File: src/design/ccah_pkg.sv
package ccah_pkg;

    typedef enum logic [1:0] {
        OP_CLEAR   = 2'd0,
        OP_CAL     = 2'd1,
        OP_HEADING = 2'd2,
        OP_NONE    = 2'd3
    } op_t;

    localparam int unsigned ONE_Q16    = 32'd65536;
    localparam int          TURN       = 23040;
    localparam int          DECL_LIMIT = 11520;

    // queued item between front and back
    typedef struct packed {
        logic [1:0]         operation;
        logic signed [15:0] x_sample;
        logic signed [15:0] y_sample;
    } item_t;

    // arctangent of 2^-i in 1/65536 degree units
    function automatic logic [21:0] atan_lut(input logic [4:0] i);
        logic [21:0] r;
        begin
            case (i)
                5'd0:  r = 22'd2949120;
                5'd1:  r = 22'd1740967;
                5'd2:  r = 22'd919879;
                5'd3:  r = 22'd466945;
                5'd4:  r = 22'd234379;
                5'd5:  r = 22'd117304;
                5'd6:  r = 22'd58666;
                5'd7:  r = 22'd29335;
                5'd8:  r = 22'd14668;
                5'd9:  r = 22'd7334;
                5'd10: r = 22'd3667;
                5'd11: r = 22'd1833;
                5'd12: r = 22'd917;
                5'd13: r = 22'd458;
                5'd14: r = 22'd229;
                5'd15: r = 22'd115;
                5'd16: r = 22'd57;
                5'd17: r = 22'd29;
                5'd18: r = 22'd14;
                5'd19: r = 22'd7;
                5'd20: r = 22'd4;
                5'd21: r = 22'd2;
                5'd22: r = 22'd1;
                default: r = 22'd0;
            endcase
            return r;
        end
    endfunction

endpackage

File: src/design/ccah_if.sv
interface ccah_in_if;
    logic               valid;
    logic               ready;
    logic [1:0]         operation;
    logic signed [15:0] x_sample;
    logic signed [15:0] y_sample;
    modport source (output valid, operation, x_sample, y_sample, input ready);
    modport sink (input valid, operation, x_sample, y_sample, output ready);
endinterface

interface ccah_out_if;
    logic               valid;
    logic               ready;
    logic [14:0]        heading;
    logic signed [15:0] offset_x;
    logic signed [15:0] offset_y;
    logic [31:0]        gain_x;
    logic [31:0]        gain_y;
    modport source (output valid, heading, offset_x, offset_y, gain_x, gain_y, input ready);
    modport sink (input valid, heading, offset_x, offset_y, gain_x, gain_y, output ready);
endinterface

File: src/design/ccah_queue.sv
module ccah_queue (
    input  logic                 clk,
    input  logic                 rst_n,
    input  logic                 in_valid,
    output logic                 in_ready,
    input  ccah_pkg::item_t      in_item,
    output logic                 out_valid,
    input  logic                 out_ready,
    output ccah_pkg::item_t      out_item
);

    // two entry queue between front and back
    ccah_pkg::item_t mem_reg [2];
    logic            wp_reg, rp_reg;
    logic [1:0]      cnt_reg;
    logic            push, pop;

    assign in_ready  = (cnt_reg != 2'd2);
    assign out_valid = (cnt_reg != 2'd0);
    assign out_item  = mem_reg[rp_reg];
    assign push      = in_valid && in_ready;
    assign pop       = out_valid && out_ready;

    always_ff @(posedge clk)
    begin
        if (push)
        begin
            mem_reg[wp_reg] <= in_item;
        end
    end

    always_ff @(posedge clk or negedge rst_n)
    begin
        if (!rst_n)
        begin
            wp_reg  <= 1'b0;
            rp_reg  <= 1'b0;
            cnt_reg <= 2'd0;
        end
        else
        begin
            if (push)
            begin
                wp_reg <= ~wp_reg;
            end
            if (pop)
            begin
                rp_reg <= ~rp_reg;
            end
            cnt_reg <= cnt_reg + {1'b0, push} - {1'b0, pop};
        end
    end

endmodule

File: src/design/ccah_back.sv
module ccah_back #(
    parameter int CORDIC_STEPS = 16
) (
    input  logic                  clk,
    input  logic                  rst_n,
    input  logic signed [14:0]    declination,
    input  logic                  in_valid,
    output logic                  in_ready,
    input  ccah_pkg::item_t       in_item,
    ccah_out_if.source            res
);

    localparam int SW = $clog2(CORDIC_STEPS + 1);

    typedef enum logic [2:0] {
        S_IDLE, S_CAL, S_DIV, S_MUL, S_PRE, S_ROT, S_FIN, S_OUT
    } state_t;

    state_t state_reg;
    logic signed [15:0] min_x_reg, max_x_reg, min_y_reg, max_y_reg;
    logic signed [15:0] cx_reg, cy_reg;
    logic [31:0]        sx_reg, sy_reg;
    logic signed [15:0] xs_reg, ys_reg;
    // divider
    logic [16:0]        den_reg;
    logic [32:0]        num_reg;
    logic [33:0]        rem_reg;
    logic [5:0]         dcnt_reg;
    logic               div_y_reg;
    // cordic
    logic signed [52:0] x_reg, y_reg;
    logic signed [27:0] z_reg;
    logic [SW-1:0]      k_reg;
    logic               zero_reg;
    logic [14:0]        head_reg;

    // min/max widening
    logic signed [15:0] nminx, nmaxx, nminy, nmaxy;
    logic signed [16:0] spx, spy, sumx, sumy;
    assign nminx = (xs_reg < min_x_reg) ? xs_reg : min_x_reg;
    assign nmaxx = (xs_reg > max_x_reg) ? xs_reg : max_x_reg;
    assign nminy = (ys_reg < min_y_reg) ? ys_reg : min_y_reg;
    assign nmaxy = (ys_reg > max_y_reg) ? ys_reg : max_y_reg;
    assign spx   = 17'(nmaxx) - 17'(nminx);
    assign spy   = 17'(nmaxy) - 17'(nminy);
    assign sumx  = 17'(nmaxx) + 17'(nminx);
    assign sumy  = 17'(nmaxy) + 17'(nminy);

    // truncating halve toward zero
    function automatic logic signed [15:0] half(input logic signed [16:0] s);
        logic signed [16:0] t;
        begin
            t = s + ((s < 0) ? 17'sd1 : 17'sd0);
            return t[16:1];
        end
    endfunction

    // restoring divide step
    logic [33:0] trial;
    logic [33:0] rsh;
    assign rsh   = {rem_reg[32:0], num_reg[32]};
    assign trial = rsh - {17'd0, den_reg};

    // normalization products, both formed combinationally and registered in S_MUL
    logic signed [16:0] dx, dy;
    logic signed [49:0] px, py;
    assign dx = 17'(xs_reg) - 17'(cx_reg);
    assign dy = 17'(ys_reg) - 17'(cy_reg);
    assign px = dx * $signed({1'b0, sx_reg});
    assign py = dy * $signed({1'b0, sy_reg});

    // cordic step
    logic [4:0]         kk;
    logic signed [52:0] xsh, ysh;
    logic signed [27:0] at;
    assign kk  = 5'(k_reg);
    assign xsh = x_reg >>> kk;
    assign ysh = y_reg >>> kk;
    assign at  = 28'(ccah_pkg::atan_lut(kk));

    // rounding, declination, wrap
    logic signed [27:0] zr;
    logic signed [17:0] h0, h1, h2, dsat;
    assign zr   = (z_reg + 28'sd512) >>> 10;
    assign dsat = (declination > 15'sd11520) ? 18'sd11520 :
                  (declination < -15'sd11520) ? -18'sd11520 : 18'(declination);
    assign h0 = (zero_reg ? 18'sd0 : zr[17:0]) + dsat;
    assign h1 = (h0 < 0) ? h0 + 18'sd23040 : (h0 >= 18'sd23040) ? h0 - 18'sd23040 : h0;
    assign h2 = (h1 < 0) ? h1 + 18'sd23040 : (h1 >= 18'sd23040) ? h1 - 18'sd23040 : h1;

    assign in_ready     = (state_reg == S_IDLE);
    assign res.valid    = (state_reg == S_OUT);
    assign res.heading  = head_reg;
    assign res.offset_x = cx_reg;
    assign res.offset_y = cy_reg;
    assign res.gain_x   = sx_reg;
    assign res.gain_y   = sy_reg;

    always_ff @(posedge clk or negedge rst_n)
    begin
        if (!rst_n)
        begin
            state_reg <= S_IDLE;
            min_x_reg <= 16'sd32767;
            min_y_reg <= 16'sd32767;
            max_x_reg <= -16'sd32768;
            max_y_reg <= -16'sd32768;
            cx_reg    <= 16'sd24;
            cy_reg    <= 16'sd14;
            sx_reg    <= ccah_pkg::ONE_Q16;
            sy_reg    <= 32'd66992;
            head_reg  <= '0;
        end
        else
        begin
            unique case (state_reg)
                S_IDLE:
                begin
                    if (in_valid)
                    begin
                        xs_reg   <= in_item.x_sample;
                        ys_reg   <= in_item.y_sample;
                        head_reg <= '0;
                        case (ccah_pkg::op_t'(in_item.operation))
                            ccah_pkg::OP_CLEAR:
                            begin
                                min_x_reg <= 16'sd32767;
                                min_y_reg <= 16'sd32767;
                                max_x_reg <= -16'sd32768;
                                max_y_reg <= -16'sd32768;
                                cx_reg    <= '0;
                                cy_reg    <= '0;
                                sx_reg    <= ccah_pkg::ONE_Q16;
                                sy_reg    <= ccah_pkg::ONE_Q16;
                                state_reg <= S_OUT;
                            end
                            ccah_pkg::OP_CAL:     state_reg <= S_CAL;
                            ccah_pkg::OP_HEADING: state_reg <= S_MUL;
                            default:              state_reg <= S_OUT;
                        endcase
                    end
                end
                S_CAL:
                begin
                    min_x_reg <= nminx;
                    max_x_reg <= nmaxx;
                    min_y_reg <= nminy;
                    max_y_reg <= nmaxy;
                    cx_reg    <= half(sumx);
                    cy_reg    <= half(sumy);
                    rem_reg   <= '0;
                    dcnt_reg  <= 6'd33;
                    if (spx > spy)
                    begin
                        sx_reg    <= ccah_pkg::ONE_Q16;
                        div_y_reg <= 1'b1;
                        num_reg   <= {spx[16:0], 16'd0};
                        den_reg   <= spy[16:0];
                        if (spy == 0)
                        begin
                            sy_reg    <= ccah_pkg::ONE_Q16;
                            state_reg <= S_OUT;
                        end
                        else
                        begin
                            state_reg <= S_DIV;
                        end
                    end
                    else
                    begin
                        sy_reg    <= ccah_pkg::ONE_Q16;
                        div_y_reg <= 1'b0;
                        num_reg   <= {spy[16:0], 16'd0};
                        den_reg   <= spx[16:0];
                        if (spx == 0)
                        begin
                            sx_reg    <= ccah_pkg::ONE_Q16;
                            state_reg <= S_OUT;
                        end
                        else
                        begin
                            state_reg <= S_DIV;
                        end
                    end
                end
                // one quotient bit per cycle
                S_DIV:
                begin
                    num_reg <= {num_reg[31:0], ~trial[33]};
                    rem_reg <= trial[33] ? rsh : trial;
                    dcnt_reg <= dcnt_reg - 6'd1;
                    if (dcnt_reg == 6'd1)
                    begin
                        if (div_y_reg)
                        begin
                            sy_reg <= {num_reg[30:0], ~trial[33]};
                        end
                        else
                        begin
                            sx_reg <= {num_reg[30:0], ~trial[33]};
                        end
                        state_reg <= S_OUT;
                    end
                end
                S_MUL:
                begin
                    x_reg     <= 53'(px);
                    y_reg     <= 53'(py);
                    state_reg <= S_PRE;
                end
                // quadrant fold
                S_PRE:
                begin
                    zero_reg <= (x_reg == 0) && (y_reg == 0);
                    k_reg    <= '0;
                    z_reg    <= '0;
                    if (x_reg < 0)
                    begin
                        if (y_reg >= 0)
                        begin
                            x_reg <= y_reg;
                            y_reg <= -x_reg;
                            z_reg <= 28'sd5898240;
                        end
                        else
                        begin
                            x_reg <= -y_reg;
                            y_reg <= x_reg;
                            z_reg <= -28'sd5898240;
                        end
                    end
                    state_reg <= S_ROT;
                end
                S_ROT:
                begin
                    if (y_reg > 0)
                    begin
                        x_reg <= x_reg + ysh;
                        y_reg <= y_reg - xsh;
                        z_reg <= z_reg + at;
                    end
                    else
                    begin
                        x_reg <= x_reg - ysh;
                        y_reg <= y_reg + xsh;
                        z_reg <= z_reg - at;
                    end
                    k_reg <= k_reg + 1'b1;
                    if (k_reg == SW'(CORDIC_STEPS - 1))
                    begin
                        state_reg <= S_FIN;
                    end
                end
                S_FIN:
                begin
                    head_reg  <= h2[14:0];
                    state_reg <= S_OUT;
                end
                S_OUT:
                begin
                    if (res.ready)
                    begin
                        state_reg <= S_IDLE;
                    end
                end
                default: state_reg <= S_IDLE;
            endcase
        end
    end

endmodule

File: src/design/compass_calibration_and_heading_top.sv
// Compass calibration and heading: each input beat (clear, calibration sample, heading
// sample or unused code) yields one output beat with the heading and the current offsets and gains.
// Items pass through a two-entry queue into a sequential back end that handles one item at
// a time: clear and unused codes go straight to the output beat, a calibration sample uses
// a 33-step restoring divider for the gain ratio, a heading sample an iterative CORDIC.
// The declination register is written with cfg_we/cfg_data.
module compass_calibration_and_heading_top #(
    parameter int CORDIC_STEPS = 16
) (
    input  logic         clk,
    input  logic         rst_n,
    input  logic         cfg_we,
    input  logic [14:0]  cfg_data,
    ccah_in_if.sink      in_ch,
    ccah_out_if.source   out_ch
);

    logic signed [14:0] decl_reg;
    ccah_pkg::item_t    fin, qout;
    logic               qvalid, qready;

    // declination register
    always_ff @(posedge clk or negedge rst_n)
    begin
        if (!rst_n)
        begin
            decl_reg <= '0;
        end
        else if (cfg_we)
        begin
            decl_reg <= cfg_data;
        end
    end

    assign fin.operation = in_ch.operation;
    assign fin.x_sample  = in_ch.x_sample;
    assign fin.y_sample  = in_ch.y_sample;

    ccah_queue u_queue (
        .clk       (clk),
        .rst_n     (rst_n),
        .in_valid  (in_ch.valid),
        .in_ready  (in_ch.ready),
        .in_item   (fin),
        .out_valid (qvalid),
        .out_ready (qready),
        .out_item  (qout)
    );

    ccah_back #(.CORDIC_STEPS(CORDIC_STEPS)) u_back (
        .clk         (clk),
        .rst_n       (rst_n),
        .declination (decl_reg),
        .in_valid    (qvalid),
        .in_ready    (qready),
        .in_item     (qout),
        .res         (out_ch)
    );

endmodule

File: src/flat_wrapper.sv
// flat-port wrapper written by rule: the top's interface ports become plain ports
module compass_calibration_and_heading_top_flat 
#(
    parameter int CORDIC_STEPS = 16
)
  (clk, rst_n, cfg_we, cfg_data, in_ch_valid, in_ch_operation, in_ch_x_sample, in_ch_y_sample, in_ch_ready, out_ch_valid, out_ch_heading, out_ch_offset_x, out_ch_offset_y, out_ch_gain_x, out_ch_gain_y, out_ch_ready);
  ccah_in_if in_ch_i ();
  ccah_out_if out_ch_i ();
  input  logic clk;
  input  logic rst_n;
  input  logic cfg_we;
  input  logic [14:0] cfg_data;
  input wire logic [$bits(in_ch_i.valid)-1:0] in_ch_valid;
  input wire logic [$bits(in_ch_i.operation)-1:0] in_ch_operation;
  input wire logic [$bits(in_ch_i.x_sample)-1:0] in_ch_x_sample;
  input wire logic [$bits(in_ch_i.y_sample)-1:0] in_ch_y_sample;
  output wire logic [$bits(in_ch_i.ready)-1:0] in_ch_ready;
  output wire logic [$bits(out_ch_i.valid)-1:0] out_ch_valid;
  output wire logic [$bits(out_ch_i.heading)-1:0] out_ch_heading;
  output wire logic [$bits(out_ch_i.offset_x)-1:0] out_ch_offset_x;
  output wire logic [$bits(out_ch_i.offset_y)-1:0] out_ch_offset_y;
  output wire logic [$bits(out_ch_i.gain_x)-1:0] out_ch_gain_x;
  output wire logic [$bits(out_ch_i.gain_y)-1:0] out_ch_gain_y;
  input wire logic [$bits(out_ch_i.ready)-1:0] out_ch_ready;
  assign in_ch_i.valid = in_ch_valid;
  assign in_ch_i.operation = in_ch_operation;
  assign in_ch_i.x_sample = in_ch_x_sample;
  assign in_ch_i.y_sample = in_ch_y_sample;
  assign in_ch_ready = in_ch_i.ready;
  assign out_ch_valid = out_ch_i.valid;
  assign out_ch_heading = out_ch_i.heading;
  assign out_ch_offset_x = out_ch_i.offset_x;
  assign out_ch_offset_y = out_ch_i.offset_y;
  assign out_ch_gain_x = out_ch_i.gain_x;
  assign out_ch_gain_y = out_ch_i.gain_y;
  assign out_ch_i.ready = out_ch_ready;
  compass_calibration_and_heading_top #(.CORDIC_STEPS(CORDIC_STEPS)) u_core (.clk(clk), .rst_n(rst_n), .cfg_we(cfg_we), .cfg_data(cfg_data), .in_ch(in_ch_i), .out_ch(out_ch_i));
endmodule
File: config.mk
export PLATFORM = sky130hd
export DESIGN_NAME = compass_calibration_and_heading_top_flat
export DESIGN_NICKNAME = d
export VERILOG_FILES = /design/src/design/ccah_pkg.sv /design/src/design/ccah_if.sv /design/src/design/ccah_queue.sv /design/src/design/ccah_back.sv /design/src/design/compass_calibration_and_heading_top.sv /design/src/flat_wrapper.sv
export SDC_FILE = /design/constraint.sdc
export NUM_CORES = 2
export LEC_CHECK = 0
export BUFFER_PORTS_ARGS = -buffer_cell sky130_fd_sc_hd__buf_2
export CORE_MARGIN = 2
export CORE_UTILIZATION = 56
export CTS_BUF_LIST = sky130_fd_sc_hd__clkbuf_2 sky130_fd_sc_hd__clkbuf_4 sky130_fd_sc_hd__clkbuf_8
export CTS_CLUSTER_DIAMETER = 200
export DETAILED_ROUTE_END_ITERATION = 6
export HOLD_SLACK_MARGIN = 0.08
export PLACE_DENSITY_LB_ADDON = 0.12
export SLEW_MARGIN = 20
export SYNTH_ARGS = -nofsm -noshare
export SYNTH_HDL_FRONTEND = slang
export SYNTH_SLANG_ARGS = --single-unit
File: constraint.sdc
create_clock -name clk -period 13.2 [get_ports clk]
set_input_delay 0 -clock clk [delete_from_list [all_inputs] [get_ports clk]]
set_output_delay 0 -clock clk [all_outputs]
set_load 0.01 [all_outputs]
==> reports/results.ini <==
[run_status]
outcome=finished, violations left
violations=DRC

[grt]
grt-ovfl-total=0
grt_pass1_wl_mm=449
grtUsageTotal_pct=35.9
antenna_found_initial=13
grt_max_degree=154
grt_pass1_vias=75300

[route]
vias=76100
dr.pass1.iters=7
drc=20
vias_per_cell=6.17
wirelength_mm=293
drtAntennaViolNets=0
drt-wirelength-per-cell_um=23.8
drt_iter0_markers=7837

[sta]
post-route-period-util_pct=86.0
fmax_ghz=0.0881
slew_headroom_pct=21.7
rsz0062_at_grt=no
tns_ps=0
finalMaxSlewViolations=0
fin_crit_ps=11350
tightest_slew_ps=1170
setup-violations-final=0
finalHoldViolCount=0
finClkSkew_ps=77.4

[floorplan]
num_rows=146
core_um2=158000
start_util_pct=56.2
die-height_um=402
design.die.area_um2=162000
io_pins=167
die_x_um=402

[final_layout]
seq_area_um2=15300
largest_reg_flops=68
final_util_pct=60.1
stdcell_area_um2=95000
synthToLayoutAreaGrowth_pct=6.94
post_route_cells_drive_above_1_share_pct=9.58
multiInputGateArea_um2=65800
nFillCells=13900
final_nets=11800

[critical_path]
cp_max_fo=12
cp_slowest_stage_delay_ps=660
cpMaxStageDelayCell=xnor2_2
crit_arrival_ps=11870
crit_type=reg -> reg
cp_data_required_time_ps=13720
start_kind=register
critPathBufInv=4
path_common_cell=fa_1
cp_top_family=adder cells
critPathCaptureType=register

[place]
placed_area_um2=91300
gp_congestion=1.01
port_buffers=166
hpwl_mm=220

[yosys]
syn_area_per_cell_um2=8.71
syn_inst=10200
ys.flop_type=edfxtp_1
yosysSeqAreaShare_pct=17.3
yosysWarnings=0
ys_async_sr_fraction_pct=35.9
syn_area_um2=88800
syn_nets=11900
ys_types=121
synth-seq-cells=549
synth_edf_count=330

[clock_tree]
numCtsBuffers=103
htree_levels=3
clk_pin_slew_ps=60
cts_root_buf=clkbuf_8
insertion_delay_ps=860
clkSinkCount=549
cts_buffer_depth=3
cts_setup_buffers=0
cts_tree=done

[min_path]
hp-class=in -> reg

[job]
maxCapViolCount=0

## path summary, 6_finish.rpt
kind                                                      startpoint                                   endpoint  slack, ps  cells after the start
max                                u_core.u_back.ys_reg[0]$_DFFE_PP_          u_core.u_back.y_reg[50]$_DFFE_PP_       1850                     39
min                                                           cfg_we            u_core.decl_reg[14]$_DFFE_PN0P_        160                      3
max reg2reg                        u_core.u_back.ys_reg[0]$_DFFE_PP_          u_core.u_back.y_reg[50]$_DFFE_PP_       1850                     39
min reg2reg                u_core.u_back.res.offset_x[4]$_DFFE_PN1P_  u_core.u_back.res.offset_x[4]$_DFFE_PN1P_        480                      2
max in group asynchronous                                      rst_n   u_core.u_back.res.gain_y[22]$_DFFE_PN0P_      11730                      4
min in group asynchronous                                      rst_n    u_core.u_back.res.gain_y[5]$_DFFE_PN1P_        470                      3
## cell usage after synthesis (all sizes together), types with 34 or more instances
library cell / n / area share, %
a22o: 38 / 0.37
fa: 909 / 20
o21bai: 52 / 0.44
nor2b: 175 / 1.2
mux2: 97 / 1.2
dfstp: 44 / 1.3
and3b: 53 / 0.52
mux2i: 116 / 1.4
inv: 1465 / 6.2
a211oi: 60 / 0.51
o21a: 116 / 0.98
nand4: 65 / 0.49
nand2b: 79 / 0.56
nor4: 38 / 0.28
or3: 54 / 0.38
or2: 45 / 0.32
nor3: 168 / 0.98
ha: 684 / 9.6
o22a: 35 / 0.35
o311ai: 39 / 0.38
nor3b: 41 / 0.38
edfxtp: 330 / 11
o31ai: 42 / 0.36
nor4bb: 34 / 0.38
xor2: 253 / 2.5
and3: 52 / 0.37
nor2: 542 / 2.3
clkbuf: 514 / 2.2
o21ai: 521 / 2.9
nand3: 156 / 0.88
a31oi: 74 / 0.52
a21o: 179 / 1.5
o211ai: 66 / 0.56
nand2: 1256 / 5.3
a21oi: 468 / 2.6
mux4: 172 / 4.4
and2: 240 / 1.7
dfrtp: 153 / 4.3
xnor2: 306 / 3.0
a311oi: 42 / 0.41
buf: 83 / 0.50
## worst reg2reg max path, delay by kind of cell (launching register included)
kind / cells / cell delay, ps
DFF: 1 / 390
and+or+nand+nor: 10 / 1990
adders and majority gates: 9 / 4020
xor gates and xnor gates: 1 / 660
AOI/OAI and AO/OA: 15 / 3720
buffers and inverters: 4 / 220
## kinds of logic after synthesis
group / after synthesis / synth area share, %
AND/OR/NAND/NOR: 3083 / 16.9
buffers and inverters: 2064 / 8.87
AO/OA/AOI/OAI: 1970 / 14.3
adder cells (fa/ha/maj): 1593 / 30.1
XOR/XNOR: 559 / 5.53
flip-flops: 549 / 17.3
multiplexers: 385 / 6.98
## repair_timing
action                                  4_1_cts  5_1_grt
hold buffers                                124        0
gates resized for setup                       0        0
hold endpoints to repair                    302        0
endpoints found under the setup margin        0        0
## through the flow
stage	worst slack [ps]	cells	hold WS, ps
after detailed placement	2050	12000	75.8
after floorplan	3730	10200	-296
final	1850	12300	159
after global routing	862	12300	179
after CTS	1950	12300	81.6
after global placement	2330	12000	77.8
## routing by layer
layer | global-route usage (%) | wire length (um) | vias up
met5 | 0 | 31 | -
met1 | 48.8 | 120000 | 37400
met2 | 55.0 | 128000 | 3747
li1 | - | - | 34300
met3 | 8.90 | 31700 | 649
met4 | 14.1 | 12800 | 4
## final cells by class
cell class                      instances  share of cell area, %
Clock inverter                         44                  0.580
Antenna cell                            7                 0.0184
Multi-Input combinational cell       7590                   69.3
Sequential cell                       549                   16.1
Tap cell                             2072                   2.73
Clock buffer                          151                   1.94
Timing Repair Buffer                  445                   3.47
Inverter                             1467                   5.80
## cell usage in the layout, fill, tap and decap left out, types with 110 or more instances in the layout
cell type      count
a21o_1           179
a21oi_1          464
and2_1           236
buf_2            165
buf_4            152
clkbuf_8         114
dfrtp_1          149
dlygate4sd3_1    123
edfxtp_1         330
fa_1             909
ha_1             681
inv_1           1463
mux2i_1          110
mux4_2           167
nand2_1         1253
nand3_1          155
nor2_1           520
nor2b_1          172
nor3_1           163
o21a_1           116
o21ai_0          501
xnor2_1          301
xor2_1           250
Power is not shown: default switching activity piles up to over one toggle a cycle in this logic, so the estimate is an artifact.
